$ cat src/adaptive_curve_flattener_core_assert.svh
// Assertion macros for the curve flattener.
// Used by the top level; needs a clock and an active-low reset in scope.
`ifndef ADAPTIVE_CURVE_FLATTENER_CORE_ASSERT_SVH
`define ADAPTIVE_CURVE_FLATTENER_CORE_ASSERT_SVH
// same-cycle implication
`define ACF_ASSERT_IMP(lbl, clk, rst_n, ante, cons) \
  lbl: assert property (@(posedge clk) disable iff (!rst_n) (ante) |-> (cons)) \
    else $error("assertion failed");
// next-cycle implication
`define ACF_ASSERT_NXT(lbl, clk, rst_n, ante, cons) \
  lbl: assert property (@(posedge clk) disable iff (!rst_n) (ante) |=> (cons)) \
    else $error("assertion failed");
`endif

$ cat src/acf_stack.sv
// Stack memory of pending right halves for depth-first subdivision.
// Standalone; widths handed down from the top level.
`default_nettype none
module acf_stack #(
  parameter int DEPTH = 5,
  parameter int AW    = 3,
  parameter int RW    = 8
) (
  input  wire logic          clk,
  input  wire logic          wr_en,
  input  wire logic [AW-1:0] wr_addr,
  input  wire logic [RW-1:0] wr_data,
  input  wire logic          rd_en,
  input  wire logic [AW-1:0] rd_addr,
  output logic [RW-1:0]      rd_data_r
);
  logic [RW-1:0] mem [DEPTH];

  always_ff @(posedge clk) begin
    if (wr_en) begin
      mem[wr_addr] <= wr_data;
    end
  end

  always_ff @(posedge clk) begin
    if (rd_en) begin
      rd_data_r <= mem[rd_addr];
    end
  end
endmodule
`default_nettype wire

$ cat config.mk
export PLATFORM = sky130hd
export DESIGN_NAME = acf_stack
export DESIGN_NICKNAME = d
export VERILOG_FILES = /design/src/adaptive_curve_flattener_core_assert.svh /design/src/acf_stack.sv
export SDC_FILE = /design/constraint.sdc
export NUM_CORES = 1
export LEC_CHECK = 0
export ABC_AREA = 0
export BUFFER_PORTS_ARGS = -buffer_cell sky130_fd_sc_hd__buf_2
export CAP_MARGIN = 10
export CORE_ASPECT_RATIO = 1.2
export CORE_MARGIN = 2
export CORE_UTILIZATION = 57
export CTS_BUF_LIST = sky130_fd_sc_hd__clkbuf_8
export CTS_CLUSTER_SIZE = 12
export DETAILED_ROUTE_END_ITERATION = 10
export PLACE_DENSITY = 0.79
export SETUP_SLACK_MARGIN = 0.4
export SYNTH_ARGS = -nofsm -noshare
export SYNTH_HDL_FRONTEND = slang
export SYNTH_SLANG_ARGS = --single-unit
$ cat constraint.sdc
create_clock -name clk -period 4.31 [get_ports clk]
set_input_delay 0.431 -clock clk [delete_from_list [all_inputs] [get_ports clk]]
set_output_delay 0.431 -clock clk [all_outputs]
set_load 0.03 [all_outputs]
==> impl_results.md <==
* # DRC at 0
* Largest net degree at the start of global routing at 25
* Die Wd at 56.02 um
* LEAKAGE at 0.7313 nW
* Clock Path Buffers at 2
* Starting Density at 0.6002
* CTS resizes at 0
* Critical path arrival at 1600 ps
* Overall power at 0.0008517 W
* Setup violations, final at 0
* Cell Area, Synth at 1851 um2
* Sequential area share after synthesis at 0.7789
* Register area at 1441 um2
* Post-CTS Setup Inserts at 0
* Cell Rows at 22
* RSZ-0062 raised after global routing: false
* Top-count cell post-synth: edfxtp_1
* PortBufs at 24
* CP Class: input pin to register
* Power Dens Cells at 412.0 nW/um2
* Max-cap violation count at 0
* Post-detail-place hpwl at 2.017 mm
* Htree depth at 2
* Final ANT Viol Nets at 0
* Synth top area cells: edfxtp_1, mux2i_1, a221oi_1
* Slew @ Worst Pin at 1187 ps
* Internal reg-to-reg setup slack at 3180 ps
* Clk pin slew, worst setup/hold paths at 80 ps
* Worst-Skew Late Latency at 290 ps
* Crit. End Element: register
* Fin worst setup slack at 2627 ps
* Multi-input gate area at 337.8 um2
* Netlist cell types at 16
* Share of post-route cells with drive strength above 1 at 0.2901
* Global route overflow at 0
* Number of synthesized register bits at 48
* Top-area cell type share of the netlist area at 0.7789
* Fin cells at 167
* Leading area contributor after synthesis: edfxtp_1
* Slew headroom at 0.2023
* Number of flops mapped to enable cells by yosys at 48
* Sink Count at 48
* Hold_buf cts at 0
* Syn_nets at 119
* Via count of the first global-routing pass at 945
* Pre-CTS WS at 2145 ps
* Vias/cell at 5.545
* Tmin final at 1683 ps
* CP required at 4220 ps
* Layout Nets at 147
* Post-DP Area at 1974 um2
* Final Hold Fails at 0
* Post-Place Cells at 158
* Ys flop type: edfxtp_1
* Top-Level Pins at 25
* Fin crit share at 0.3904
* Area growth from synthesis to layout at 11.70%
* Element type at the critical path start: input pin
* Slew Limit Fails at 0
* Hold/Removal Path Class: input pin to register
* Num CTS Buffers at 5
* Final non-filler cell area at 2067 um2
* Gr usage total at 0.1735
* CP max FO at 8
* Iteration-0 DRC Markers at 15
* DIE AREA at 3720 um2
* Synth Area per Inst at 18.14 um2
* Vias at 926
* Initial antenna violation count at 0
* Syn. warnings at 0
* Initial DRT Pass Iterations at 4
* CTS root buffer: clkbuf_8
* Layout Skew at 3.018 ps
* N_diodes at 0
* Routed WL at 2.929 mm
* Fmax at 0.5943 GHz
* Maximum vdd drop at 348.4 uV
* Chip height at 66.42 um
* Synth top cells by count: edfxtp_1, inv_1, mux2i_1
* Detailed-route wire length per cell at 17.54 um
* Synth async-reset ratio at 0
* Fillers at 237
* Status: complete, no violations
* First-pass GRT wire length at 4.498 mm
* Cells after Synth at 102
* CTS tree: built
* Setup TNS at 0 ps
* Core ar. at 3083 um2
* Final RePlAce weighted congestion at 0.7069
## per-stage QoR
step	hold WS [ps]	util
6_report	365.5	0.6705
5_1_grt	357.2	0.6705
4_1_cts	357.6	0.6688
3_5_place_dp	653.8	0.6404
3_3_place_gp	640.6	0.6404
2_1_floorplan	529.9	-
## path summary, 6_finish.rpt
path | to | startpoint | depth (start not counted)
worst max-delay path | mem[0][5] | wr_addr[0] | 3
worst min-delay path | mem[1][0] | wr_data[0] | 1
worst max register to register | rd_data_r[0] | mem[2][0] | 3
worst min register to register | rd_data_r[1] | mem[4][1] | 2
## sequential cells by signal, indices dropped and copies added (netlist names)
signal,flops
rd_data_r,8
mem,40
## cells in the final DEF (no fill, tap or decap)
| cell | count |
|---|---|
| nand2_1 | 1 |
| clkinv_1 | 1 |
| nor3b_1 | 1 |
| buf_2 | 24 |
| clkbuf_8 | 5 |
| clkbuf_2 | 1 |
| nor2_1 | 3 |
| a221oi_2 | 1 |
| nor3_1 | 2 |
| edfxtp_1 | 48 |
| a211oi_2 | 1 |
| nor2b_1 | 4 |
| and2b_4 | 4 |
| a221oi_1 | 7 |
| clkinvlp_4 | 2 |
| mux2i_1 | 8 |
| a211oi_1 | 7 |
| nand2b_1 | 3 |
| inv_1 | 8 |
## worst max-delay path, stage by stage
cell      delay [ps]
buf_2            100
nand2b_1         170
nor3_1           900
## power breakdown
| part | switching (W) | internal (W) |
|---|---|---|
| clock network | 0.000141 | 0.000112 |
| registers | 0.00000414 | 0.000533 |
| logic | 0.0000396 | 0.0000216 |
| total | 0.000185 | 0.000667 |
## kinds of logic (layout without fill, tap and decap cells)
family                 after synthesis  count (layout)  synth area share
DFF                                 48              48            0.7789
muxes                                8               8           0.04327
buffers and inverters               12              41           0.03854
AOI/OAI and AO/OA                   16              16           0.07640
and+or+nand+nor                     18              18           0.06288
## cell type report
type / count / area share
Sequential cell: 48 / 0.6973
Inverter: 8 / 0.01453
Clock inverter: 3 / 0.009080
Multi-Input combinational cell: 42 / 0.1634
Clock buffer: 5 / 0.03329
Tap cell: 36 / 0.02179
Timing Repair Buffer: 25 / 0.06053
## layer usage
metal,wire length [um],global-route usage,share of wire,vias up
li1,-,-,-,452
met1,1158,0.1894,0.40,442
met2,1594,0.3074,0.54,26
met3,127,0.04501,0.043,6
met4,49,0.09524,0.017,0
met5,0,0,0,-
No activity file was read; power rests on OpenSTA's default activity.
