===== config.mk =====
export PLATFORM = sky130hd
export DESIGN_NAME = acf_mul
export DESIGN_NICKNAME = d
export VERILOG_FILES = /design/src/adaptive_curve_flattener_core_assert.svh /design/src/acf_pkg.sv /design/src/acf_mul.sv
export SDC_FILE = /design/constraint.sdc
export NUM_CORES = 2
export LEC_CHECK = 0
export BUFFER_PORTS_ARGS = -buffer_cell sky130_fd_sc_hd__buf_2
export CORE_UTILIZATION = 25
export DETAILED_ROUTE_END_ITERATION = 10
export PLACE_DENSITY = 0.45
export SETUP_SLACK_MARGIN = 0.2
export SLEW_MARGIN = 30
export SYNTH_ARGS = -nofsm -noshare
export SYNTH_HDL_FRONTEND = slang
export SYNTH_SLANG_ARGS = --single-unit

===== constraint.sdc =====
create_clock -name clk -period 20.6 [get_ports clk]
set_input_delay 2.06 -clock clk [delete_from_list [all_inputs] [get_ports clk]]
set_output_delay 2.06 -clock clk [all_outputs]
set_load 0.05 [all_outputs]

===== src/adaptive_curve_flattener_core_assert.svh =====
// Assertion macros for the curve flattener.
// Used by the top level; needs a clock and an active-low reset in scope.
`ifndef ADAPTIVE_CURVE_FLATTENER_CORE_ASSERT_SVH
`define ADAPTIVE_CURVE_FLATTENER_CORE_ASSERT_SVH
// same-cycle implication
`define ACF_ASSERT_IMP(lbl, clk, rst_n, ante, cons) \
  lbl: assert property (@(posedge clk) disable iff (!rst_n) (ante) |-> (cons)) \
    else $error("assertion failed");
// next-cycle implication
`define ACF_ASSERT_NXT(lbl, clk, rst_n, ante, cons) \
  lbl: assert property (@(posedge clk) disable iff (!rst_n) (ante) |=> (cons)) \
    else $error("assertion failed");
`endif


===== src/acf_pkg.sv =====
// Shared types and constants of the curve flattener.
// No dependencies.
`default_nettype none
package acf_pkg;
  localparam int MAX_LEVEL_DEF   = 4;
  localparam int COORD_WIDTH_DEF = 24;
  localparam int FRAC_EXTRA      = 8;
  localparam int TOL_W           = 32;
  localparam int EPS_W           = 16;
  localparam int CFG_IDX_W       = 1;
  localparam int CFG_DATA_W      = 32;
  localparam int MAX_MIDS        = 32;
  localparam int CNT_W           = 6;
  localparam int OP_W            = 33;
  localparam int PROD_W          = 2 * OP_W;
  localparam int ACC_W           = PROD_W + 64;

  localparam logic [TOL_W-1:0] TOL_RESET = 32'd16384;
  localparam logic [EPS_W-1:0] EPS_RESET = 16'd0;

  typedef logic [CFG_IDX_W-1:0] cfg_idx_t;
  localparam cfg_idx_t CFG_TOLERANCE_SQ  = 1'b0;
  localparam cfg_idx_t CFG_COLLINEAR_EPS = 1'b1;

  typedef enum logic [4:0] {
    S_IDLE, S_EVAL,
    S_L0, S_L1, S_LW,
    S_C1A, S_C1B, S_C1W, S_ST2,
    S_C2A, S_C2B, S_C2W, S_ST3,
    S_DEC,
    S_N0, S_N1, S_NW, S_NCHK,
    S_Q0, S_Q1, S_Q2, S_Q3, S_Q4, S_Q5, S_QW, S_QCHK,
    S_RES, S_POP, S_POPW, S_FIN
  } state_t;

  typedef enum logic [1:0] {ACC_NONE, ACC_LOAD, ACC_ADD, ACC_SUB} acc_op_t;
  typedef enum logic [1:0] {SH_0, SH_32, SH_64} acc_sh_t;

  typedef struct packed {
    logic seg_start;
    logic push;
    logic is_end;
  } emit_ctl_t;

  typedef struct packed {
    logic push_ready;
    logic held_v;
  } emit_sts_t;
endpackage
`default_nettype wire


===== src/acf_mul.sv =====
// Shared registered signed multiplier of the flattener.
// Uses acf_pkg for operand widths.
`default_nettype none
module acf_mul (
  input  wire logic                               clk,
  input  wire logic                               en,
  input  wire logic signed [acf_pkg::OP_W-1:0]    op_a,
  input  wire logic signed [acf_pkg::OP_W-1:0]    op_b,
  output logic signed [acf_pkg::PROD_W-1:0]       prod_r
);
  import acf_pkg::*;

  always_ff @(posedge clk) begin
    if (en) begin
      prod_r <= op_a * op_b;
    end
  end
endmodule
`default_nettype wire


==> impl_metrics.json <==
{
  "outcome": "complete, no violations",
  "syn_area_mm2": 0.04139,
  "die_h_um": 408.9,
  "yosysTopAreaCell": "fa_1",
  "cp_top_family": "adder cells",
  "drive_above_1_share_pct": 5.116,
  "setup_viol": 0,
  "ys_warn_count": 0,
  "grt_max_degree": 58,
  "die_w_um": 408.9,
  "num_io_pins": 134,
  "maxSlewViolCount": 0,
  "grt_util_all_layers_pct": 15.61,
  "ys_ff_latch": 66,
  "clkSlewWorstSetupHoldPaths_ns": 0.06,
  "regMostFlops": "prod_r",
  "min_path_type": "input pin to register",
  "max_freq_mhz": 98.93,
  "worst_ep_required_time_ns": 20.71,
  "hold_buffers": 0,
  "endpoint_kind": "register",
  "final_hold_viol_count": 0,
  "clockBufferDepth": 2,
  "synthFlopType": "edfxtp_1",
  "finalWirelength_um": 127900,
  "top_regs": "prod_r x66",
  "synth-edff-count": 66,
  "post_drt_wl_per_cell_um": 19.73,
  "grt_pass1_wl_um": 197500,
  "async_reset_ff_share_pct": 0,
  "area_delta_synth_final_pct": 7.575,
  "largest_reg_flops": 66,
  "cp-start-kind": "input pin",
  "portBuffers": 133,
  "grt_pass1_vias": 31710,
  "cts_made_buffers": 9,
  "vias_per_cell": 4.409,
  "ys_types": 80,
  "drtIter0Drc": 1437,
  "post_cts_buffers": 0,
  "dieArea_mm2": 0.1672,
  "rsz0062_at_grt": "false",
  "antenna_found_initial": 12,
  "synthesis.nets": 5768,
  "synth-seq-area-share_pct": 4.788,
  "vias": 28570,
  "path_cells": "buf_2 > nand2_1 > inv_1 > fa_1 > fa_1 > fa_1 > fa_1 > fa_1 > fa_1 > fa_1 > inv_1 > fa_1 > inv_1 > ha_1 > nand3_1 > nor2_1 > nand2_1 > nor3_1 > o311ai_4 > nand3_2 > a31oi_1 > xnor2_1",
  "initial_core_util_pct": 25.32,
  "crit_path_max_incr_delay_ns": 0.98,
  "post-route-period-util_pct": 49.07,
  "cts_tree": "done",
  "gp_congestion": 0.8703,
  "ys_top_cells_by_area": "fa_1, inv_1, and2_1, ha_1, nand2_1",
  "cap_violations": 0,
  "drc": 0,
  "synth_top_area_share_pct": 55.37,
  "crit_top_cell": "fa_1",
  "worstMarginPinSlew_ns": 1.099,
  "slowest_stage": "fa_1",
  "syn_area_per_cell_um2": 9.542,
  "post-route-min-period_ns": 10.11,
  "rows": 148,
  "worstPathArrival_ns": 10.22,
  "core_mm2": 0.1635,
  "fillers": 17630,
  "drtPass1Iterations": 6,
  "crit_fanout": 33,
  "critPathKind": "input pin to register",
  "relSlewSlack_pct": 26.76,
  "gr-total-overflow": 0,
  "fin_setup_tns_ns": 0,
  "ant_nets": 0,
  "htreeDepth": 3,
  "dp_hpwl_um": 102500,
  "critical_path_buf_inv_count": 4,
  "nets": 5725,
  "clock-sinks": 66,
  "cts-root-buf": "clkbuf_16",
  "cts_resized": 0,
  "synth_cells": 4338
}
==> layout make-up <==
class | count | area [um2] | share of cell area [%]
multi-input cells | 2920 | 34320 | 77.07
inverters | 1131 | 4245 | 9.534
clock inverters | 7 | 93.84 | 0.2107
clock buffers | 9 | 225.2 | 0.5058
well taps | 2175 | 2721 | 6.111
flip-flops and latches | 66 | 1982 | 4.451
diodes | 6 | 15.01 | 0.03372
repair buffers | 167 | 928.4 | 2.085
==> synth_stat cells (4+ instances only) <==
| cell | count |
|---|---|
| a31oi_1 | 8 |
| o21ai_1 | 6 |
| xnor2_1 | 43 |
| o211ai_1 | 4 |
| ha_1 | 217 |
| and4_1 | 5 |
| nor3_1 | 7 |
| a211oi_1 | 7 |
| and2_1 | 562 |
| fa_1 | 1145 |
| nor2_1 | 68 |
| nand4_1 | 11 |
| nand2b_1 | 12 |
| edfxtp_1 | 66 |
| nor2b_1 | 5 |
| xor2_1 | 25 |
| o21ai_0 | 25 |
| nand2_1 | 551 |
| and3_1 | 5 |
| o21bai_1 | 11 |
| a21o_1 | 36 |
| a211o_1 | 6 |
| clkbuf_1 | 208 |
| o21a_1 | 6 |
| nand3_1 | 25 |
| inv_1 | 1131 |
| buf_2 | 11 |
| a21oi_1 | 57 |
==> stage by stage <==
step           std cells  worst slack (ns)  utilization, %  area (um2)  hold slack [ns]
2_1_floorplan       4338             11.17               -       41390            2.173
3_3_place_gp        6459             9.925           27.02       44190            2.428
3_5_place_dp        6459             10.09           27.03       44200            2.431
4_1_cts             6475             10.49           27.22       44520            2.039
5_1_grt             6477             10.11           27.23       44520            2.048
6_report            6481             10.49           27.23       44530            2.059
==> final timing paths <==
kind	from	to	slack, ns	depth (start not counted)
setup / recovery	op_a[32]	prod_r[60]	10.49	22
hold / removal	en	prod_r[57]	2.06	1
==> cells in the final DEF, fill, tap and decap left out, drive strengths merged, types with 7 or more instances in the layout <==
| cell type | instances |
|---|---|
| nor3 | 7 |
| nand2 | 551 |
| nor2 | 68 |
| a21o | 38 |
| o21ai | 33 |
| xor2 | 25 |
| ha | 217 |
| nand4 | 12 |
| and2 | 563 |
| a31oi | 9 |
| xnor2 | 43 |
| buf | 167 |
| nand3 | 26 |
| o21bai | 11 |
| inv | 1131 |
| clkbuf | 9 |
| nand2b | 12 |
| edfxtp | 66 |
| o31ai | 7 |
| fa | 1145 |
| a21oi | 61 |
| a211oi | 11 |
==> metal layers <==
layer	GRT usage, %	vias to the layer above	share of wire (%)
li1	-	12320	-
met1	19.05	15490	40
met2	28.84	624	53
met3	1.609	140	3.8
met4	4.275	6	3.1
met5	0	-	0.027
==> cell families (layout without fill, tap and decap cells) <==
kind of cell               count (synthesis)  count (layout)  share of synthesized area [%]
xor gates and xnor gates                  68              68                          1.439
adders and majority gates               1362            1362                          61.93
and+or+nand+nor                         1271            1271                          15.53
buffers and inverters                   1352            1314                          12.31
DFF                                       66              66                          4.788
other                                      0               6                              0
AOI/OAI and AO/OA                        219             219                          4.002
Power is left out: the tool's default activity adds up to more than one toggle a clock period on the data nets, which glitch-free logic cannot reach.
