==> config.mk <==
export PLATFORM = sky130hd
export DESIGN_NAME = acf_out
export DESIGN_NICKNAME = d
export VERILOG_FILES = /design/src/adaptive_curve_flattener_core_assert.svh /design/src/acf_pkg.sv /design/src/acf_out.sv
export SDC_FILE = /design/constraint.sdc
export NUM_CORES = 1
export LEC_CHECK = 0
export BUFFER_PORTS_ARGS = -buffer_cell sky130_fd_sc_hd__buf_2
export CAP_MARGIN = 0
export CORE_AREA = 2 2 114 116
export CTS_CLUSTER_SIZE = 14
export DETAILED_ROUTE_END_ITERATION = 7
export DIE_AREA = 0 0 116 118
export PLACE_DENSITY = 0.79
export SYNTH_ARGS = -nofsm -noshare
export SYNTH_HDL_FRONTEND = slang
export SYNTH_SLANG_ARGS = --single-unit
==> constraint.sdc <==
create_clock -name clk -period 4.7 [get_ports clk]
set_clock_uncertainty 0.15 [all_clocks]
set_input_delay 0.235 -clock clk [delete_from_list [all_inputs] [get_ports clk]]
set_output_delay 0.235 -clock clk [all_outputs]
set_load 0.1 [all_outputs]
==> src/adaptive_curve_flattener_core_assert.svh <==
// Assertion macros for the curve flattener.
// Used by the top level; needs a clock and an active-low reset in scope.
`ifndef ADAPTIVE_CURVE_FLATTENER_CORE_ASSERT_SVH
`define ADAPTIVE_CURVE_FLATTENER_CORE_ASSERT_SVH
// same-cycle implication
`define ACF_ASSERT_IMP(lbl, clk, rst_n, ante, cons) \
  lbl: assert property (@(posedge clk) disable iff (!rst_n) (ante) |-> (cons)) \
    else $error("assertion failed");
// next-cycle implication
`define ACF_ASSERT_NXT(lbl, clk, rst_n, ante, cons) \
  lbl: assert property (@(posedge clk) disable iff (!rst_n) (ante) |=> (cons)) \
    else $error("assertion failed");
`endif

==> src/acf_pkg.sv <==
// Shared types and constants of the curve flattener.
// No dependencies.
`default_nettype none
package acf_pkg;
  localparam int MAX_LEVEL_DEF   = 4;
  localparam int COORD_WIDTH_DEF = 24;
  localparam int FRAC_EXTRA      = 8;
  localparam int TOL_W           = 32;
  localparam int EPS_W           = 16;
  localparam int CFG_IDX_W       = 1;
  localparam int CFG_DATA_W      = 32;
  localparam int MAX_MIDS        = 32;
  localparam int CNT_W           = 6;
  localparam int OP_W            = 33;
  localparam int PROD_W          = 2 * OP_W;
  localparam int ACC_W           = PROD_W + 64;

  localparam logic [TOL_W-1:0] TOL_RESET = 32'd16384;
  localparam logic [EPS_W-1:0] EPS_RESET = 16'd0;

  typedef logic [CFG_IDX_W-1:0] cfg_idx_t;
  localparam cfg_idx_t CFG_TOLERANCE_SQ  = 1'b0;
  localparam cfg_idx_t CFG_COLLINEAR_EPS = 1'b1;

  typedef enum logic [4:0] {
    S_IDLE, S_EVAL,
    S_L0, S_L1, S_LW,
    S_C1A, S_C1B, S_C1W, S_ST2,
    S_C2A, S_C2B, S_C2W, S_ST3,
    S_DEC,
    S_N0, S_N1, S_NW, S_NCHK,
    S_Q0, S_Q1, S_Q2, S_Q3, S_Q4, S_Q5, S_QW, S_QCHK,
    S_RES, S_POP, S_POPW, S_FIN
  } state_t;

  typedef enum logic [1:0] {ACC_NONE, ACC_LOAD, ACC_ADD, ACC_SUB} acc_op_t;
  typedef enum logic [1:0] {SH_0, SH_32, SH_64} acc_sh_t;

  typedef struct packed {
    logic seg_start;
    logic push;
    logic is_end;
  } emit_ctl_t;

  typedef struct packed {
    logic push_ready;
    logic held_v;
  } emit_sts_t;
endpackage
`default_nettype wire

==> src/acf_out.sv <==
// Result side: duplicate drop, one-point hold for the last flag, output register.
// Uses acf_pkg for the control and status structs.
`default_nettype none
module acf_out #(
  parameter int CW = 24
) (
  input  wire logic                  clk,
  input  wire logic                  rst_n,
  input  wire acf_pkg::emit_ctl_t    ctl,
  input  wire logic signed [CW-1:0]  start_x,
  input  wire logic signed [CW-1:0]  start_y,
  input  wire logic signed [CW-1:0]  push_x,
  input  wire logic signed [CW-1:0]  push_y,
  output acf_pkg::emit_sts_t         sts,
  output logic                       out_valid,
  input  wire logic                  out_stall,
  output logic signed [CW-1:0]       out_point_x,
  output logic signed [CW-1:0]       out_point_y,
  output logic                       out_last_point
);
  import acf_pkg::*;

  logic signed [CW-1:0] prev_x_r, prev_y_r, held_x_r, held_y_r;
  logic                 held_v_r, held_last_r, out_v_r, out_last_r;
  logic signed [CW-1:0] out_x_r, out_y_r;
  logic [CNT_W-1:0]     count_r;

  logic eq, drop_mid, out_free, move, push_ready, take, flush;

  always_comb begin
    eq         = (push_x == prev_x_r) && (push_y == prev_y_r);
    drop_mid   = eq || (count_r >= CNT_W'(MAX_MIDS));
    out_free   = !out_v_r || !out_stall;
    move       = held_v_r && (ctl.is_end ? !eq : !drop_mid);
    push_ready = !(held_v_r && held_last_r) && (!move || out_free);
    take       = ctl.push && push_ready;
    flush      = held_v_r && held_last_r && out_free;
  end

  always_ff @(posedge clk) begin
    if (!rst_n) begin
      out_v_r <= 1'b0;
    end else if ((take && move) || flush) begin
      out_v_r <= 1'b1;
    end else if (!out_stall) begin
      out_v_r <= 1'b0;
    end
  end

  always_ff @(posedge clk) begin
    if ((take && move) || flush) begin
      out_x_r    <= held_x_r;
      out_y_r    <= held_y_r;
      out_last_r <= flush;
    end
  end

  always_ff @(posedge clk) begin
    if (!rst_n) begin
      held_v_r    <= 1'b0;
      held_last_r <= 1'b0;
      count_r     <= '0;
      prev_x_r    <= '0;
      prev_y_r    <= '0;
    end else if (ctl.seg_start) begin
      held_v_r    <= 1'b0;
      held_last_r <= 1'b0;
      count_r     <= '0;
      prev_x_r    <= start_x;
      prev_y_r    <= start_y;
    end else if (flush) begin
      held_v_r <= 1'b0;
    end else if (take) begin
      if (ctl.is_end && eq) begin
        // end point repeats: mark the held point as last
        held_last_r <= held_v_r;
      end else if (ctl.is_end || !drop_mid) begin
        held_v_r    <= 1'b1;
        held_last_r <= ctl.is_end;
        prev_x_r    <= push_x;
        prev_y_r    <= push_y;
        if (!ctl.is_end) begin
          count_r <= count_r + CNT_W'(1);
        end
      end
    end
  end

  always_ff @(posedge clk) begin
    if (take && (ctl.is_end ? !eq : !drop_mid)) begin
      held_x_r <= push_x;
      held_y_r <= push_y;
    end
  end

  assign sts.push_ready = push_ready;
  assign sts.held_v     = held_v_r;
  assign out_valid      = out_v_r;
  assign out_point_x    = out_x_r;
  assign out_point_y    = out_y_r;
  assign out_last_point = out_last_r;
endmodule
`default_nettype wire

==> summary.md <==
| Metric | Value |
|---|---|
| Vias | 4899 |
| Drc violations | 0 |
| Num Clock Sinks | between 150 and 200 |
| DIE WIDTH | ~120 um |
| Hold Fails Final Rpt | 0 |
| Metal-1 WL | roughly 7 mm |
| 1st-pass router iterations | 5 |
| Final Slew Violations | 0 |
| Clock-pin slew on the worst setup and hold paths | 0.06 ns |
| Global-route wire length before repair | approximately 26 mm |
| Reg-to-reg startpoint | prev_y_r[10] |
| Yosys cell types | 33 |
| Antenna viol nets, final | 0 |
| CP endpoint kind | output port |
| Ports | around 150 |
| Die Ht | 118 um |
| Layout cells sized above 1 | 36.92% |
| DP Wirelength | between 10 and 15 mm |
| Largest net degree at the start of global routing | 99 |
| Max-cap violations | 0 |
| Met3 WL | a little over 900 um |
| Most numerous cell on the critical path | buf_2 |
| Max Clk Rate | 279.8 MHz |
| Hold Path Class | primary input to register |
| GPL Wtd Cong | 0.8024 |
| Initial Utilization | 52.89% |
| Rel. slew slack | 24.48% |
| Via density per instance | ~5.6 |
| CTS tree | built |
| Cells after Synth | 508 |
| Port-buffer cells | 153 |
| Crit Path Class | primary input to output port |
| Clk buf depth | 2 |
| Pwr Total | 3260 uW |
| Sequential-to-total area share from yosys stat | between 60% and 70% |
| Fin nets | 798 |
| Ys Warns | 0 |
| Leakage power | 0.003040 uW |
| Status | complete, no violations |
| FF+latch count, synth | 154 |
| Family with the most delay on the worst path | buffers and inverters |
| Crit. Startpoint | push_x[0] |
| 1st-iter DRT viols | just under 500 |
| Power Density | 384.1 nW/um2 |
| Crit share post-route | between 70 and 80% |
| Post-CTS Hold Buffers | 48 |
| Synth Cell Area | 6566 um2 |
| Hold Slack | 0.02526 ns |
| Critical Path, Cell by Cell | dlygate4sd3_1 > buf_2 > xnor2_1 > nand4_1 > nor4_2 > and3_1 > nor3_1 > o21ai_0 > buf_2 |
| Total wire length | 16.37 mm |
| Met2 wire length | just over 8 mm |
| Global-route usage over all layers | approximately a quarter |
| Area growth, synth to finish | 29.23% |
| Worst Path Buf+Inv | 3 |
| Initial antenna violation count | 0 |
| Syn_nets | 612 |
| Worst path max stage delay | 0.55 ns |
| Routed length per instance | ~19 um |
| Data required time of the critical path | 4.32 ns |
| # rows | 41 |
| Die ar. | roughly 14000 um2 |
| Core Footprint | 12410 um2 |
| # setup viols final | 0 |
| Gr ovfl total | 0 |
| RSZ-0062 raised after global routing | no |
| Highest Signal Layer | met4 |
| CP max-delay cell | dlygate4sd3_1 |
| Cell Count Post-Placement | 799 |
| Hold Crit Start | start_x[0] |
| Tmin final | 3.574 ns |
| Worst-Margin Slew | between 1 and 1.5 ns |
| Post-CTS Setup Repair Bufs | 0 |
| ANT cells | 0 |
| Fin Setup TNS | 0 ns |
| CP arrival | approximately 3.2 ns |
| Largest fanout on the critical path | 3 |
| Syn Area/Cell | 12.93 um2 |
| Resized cells post-CTS | 0 |
| H-tree depth | 4 |
| Max VDD drop | 0.2059 mV |
| Worst skew pair latency | 0.42 ns |
| Non-Filler Instances | 879 |
| Num CTS Buffers | 17 |
| Clock Tree Root | clkbuf_16 |
| Vias in the first global route | 5023 |
| CP Launch Type | primary input |
==> metal layers <==
metal / up-vias / GRT usage (%)
met5: - / 0
met4: 0 / 8.185
met2: 195 / 41.70
met1: 2387 / 32.18
li1: 2291 / -
met3: 26 / 5.046
==> cells in the mapped netlist <==
master / instances / area, um2
a211oi_1: 36 / 270.3
a211oi_2: 60 / 750.7
a21oi_1: 3 / 15.01
a221o_1: 1 / 10.01
a311oi_1: 1 / 8.760
a31o_2: 2 / 17.52
a31oi_1: 6 / 37.54
and2_1: 2 / 12.51
and3_1: 4 / 25.02
buf_1: 2 / 7.510
buf_2: 7 / 35.03
buf_4: 3 / 22.52
buf_6: 3 / 33.78
clkbuf_1: 25 / 93.84
dfxtp_1: 57 / 1141
edfxtp_1: 97 / 2913
ha_1: 2 / 25.02
inv_1: 4 / 15.01
mux2i_1: 2 / 20.02
nand2_1: 12 / 45.04
nand2b_1: 1 / 6.260
nand3_1: 1 / 5.000
nand4_1: 12 / 75.07
nor2_1: 54 / 202.7
nor2b_1: 3 / 18.77
nor3_1: 2 / 10.01
nor3_2: 1 / 10.01
nor4_2: 3 / 37.54
nor4b_1: 1 / 8.760
o21a_1: 1 / 7.510
o21ai_0: 51 / 255.2
or4b_2: 1 / 10.01
xnor2_1: 48 / 420.4
==> worst paths after layout <==
path | to | slack, ns | depth (start not counted)
setup / recovery | sts[1] | 1.13 | 9
hold / removal | prev_x_r[0] | 0.03 | 3
setup reg to reg | prev_x_r[5] | 1.84 | 7
hold reg to reg | out_point_y[10] | 0.27 | 0
==> registers in the layout, summed over array words and instances (netlist names) <==
register        count
held_y_r           24
out_point_y        24
out_last_point      1
held_x_r           24
prev_x_r           24
count_r             6
out_point_x        24
prev_y_r           24
held_last_r         1
out_valid           1
held_v_r            1
==> final cells by class <==
cell class | count | area (um2)
clock inverters | 15 | 143.9
well taps | 172 | 215.2
clock buffers | 17 | 425.4
fillers | 890 | 3929
multi-input cells | 310 | 2338
repair buffers | 207 | 1294
flip-flops and latches | 154 | 4054
inverters | 4 | 15.01
==> cell families (layout without fill, tap and decap cells) <==
| logic type | after synthesis | in the layout | share of synthesized area (%) |
|---|---|---|---|
| AO/OA/AOI/OAI | 161 | 161 | 20.90 |
| adder cells (fa/ha/maj) | 2 | 2 | 0.3810 |
| flip-flops | 154 | 154 | 61.74 |
| multiplexers | 2 | 2 | 0.3049 |
| XOR/XNOR | 48 | 48 | 6.402 |
| AND/OR/NAND/NOR | 97 | 97 | 7.107 |
| buffers and inverters | 44 | 243 | 3.163 |
==> tightest hold or removal path, delay by kind of cell <==
| kind | cells | cell delay [ns] |
|---|---|---|
| buffers and inverters | 1 | 0.10 |
| AOI/OAI and AO/OA | 2 | 0.21 |
==> layout by cell type (no fill, tap or decap), types with 2 or more instances in the layout <==
cell	n
dlygate4sd3_1	48
nor4_2	3
edfxtp_1	97
ha_1	2
inv_1	4
xnor2_1	48
o21ai_0	51
a211oi_1	36
nor2b_1	3
nor2_1	54
clkinv_4	5
buf_2	152
inv_6	4
clkinvlp_4	4
nand2_1	12
a31oi_1	5
a211oi_2	60
and3_1	4
nor3_1	2
mux2i_1	2
dfxtp_1	57
clkbuf_16	17
a31o_2	2
buf_4	7
a21oi_1	2
nand4_1	12
==> report_power, final <==
part           internal [uW]  leakage [uW]  total [uW]  switching, uW
logic                    151       0.00139         403            252
registers               1510       0.00139        1550           37.1
clock network            737      0.000267        1310            571
total                   2400       0.00304        3260            860
==> metrics by stage <==
step                setup WS, ns  utilization (%)  cell area, um2
detailed placement         1.682            59.90            7436
global route               1.033            68.35            8486
CTS                        1.129            68.35            8486
global placement           1.720            59.90            7436
finish                     1.127            68.35            8486
floorplan                 0.4092                -            6566
(Power assumes the default switching activity.)
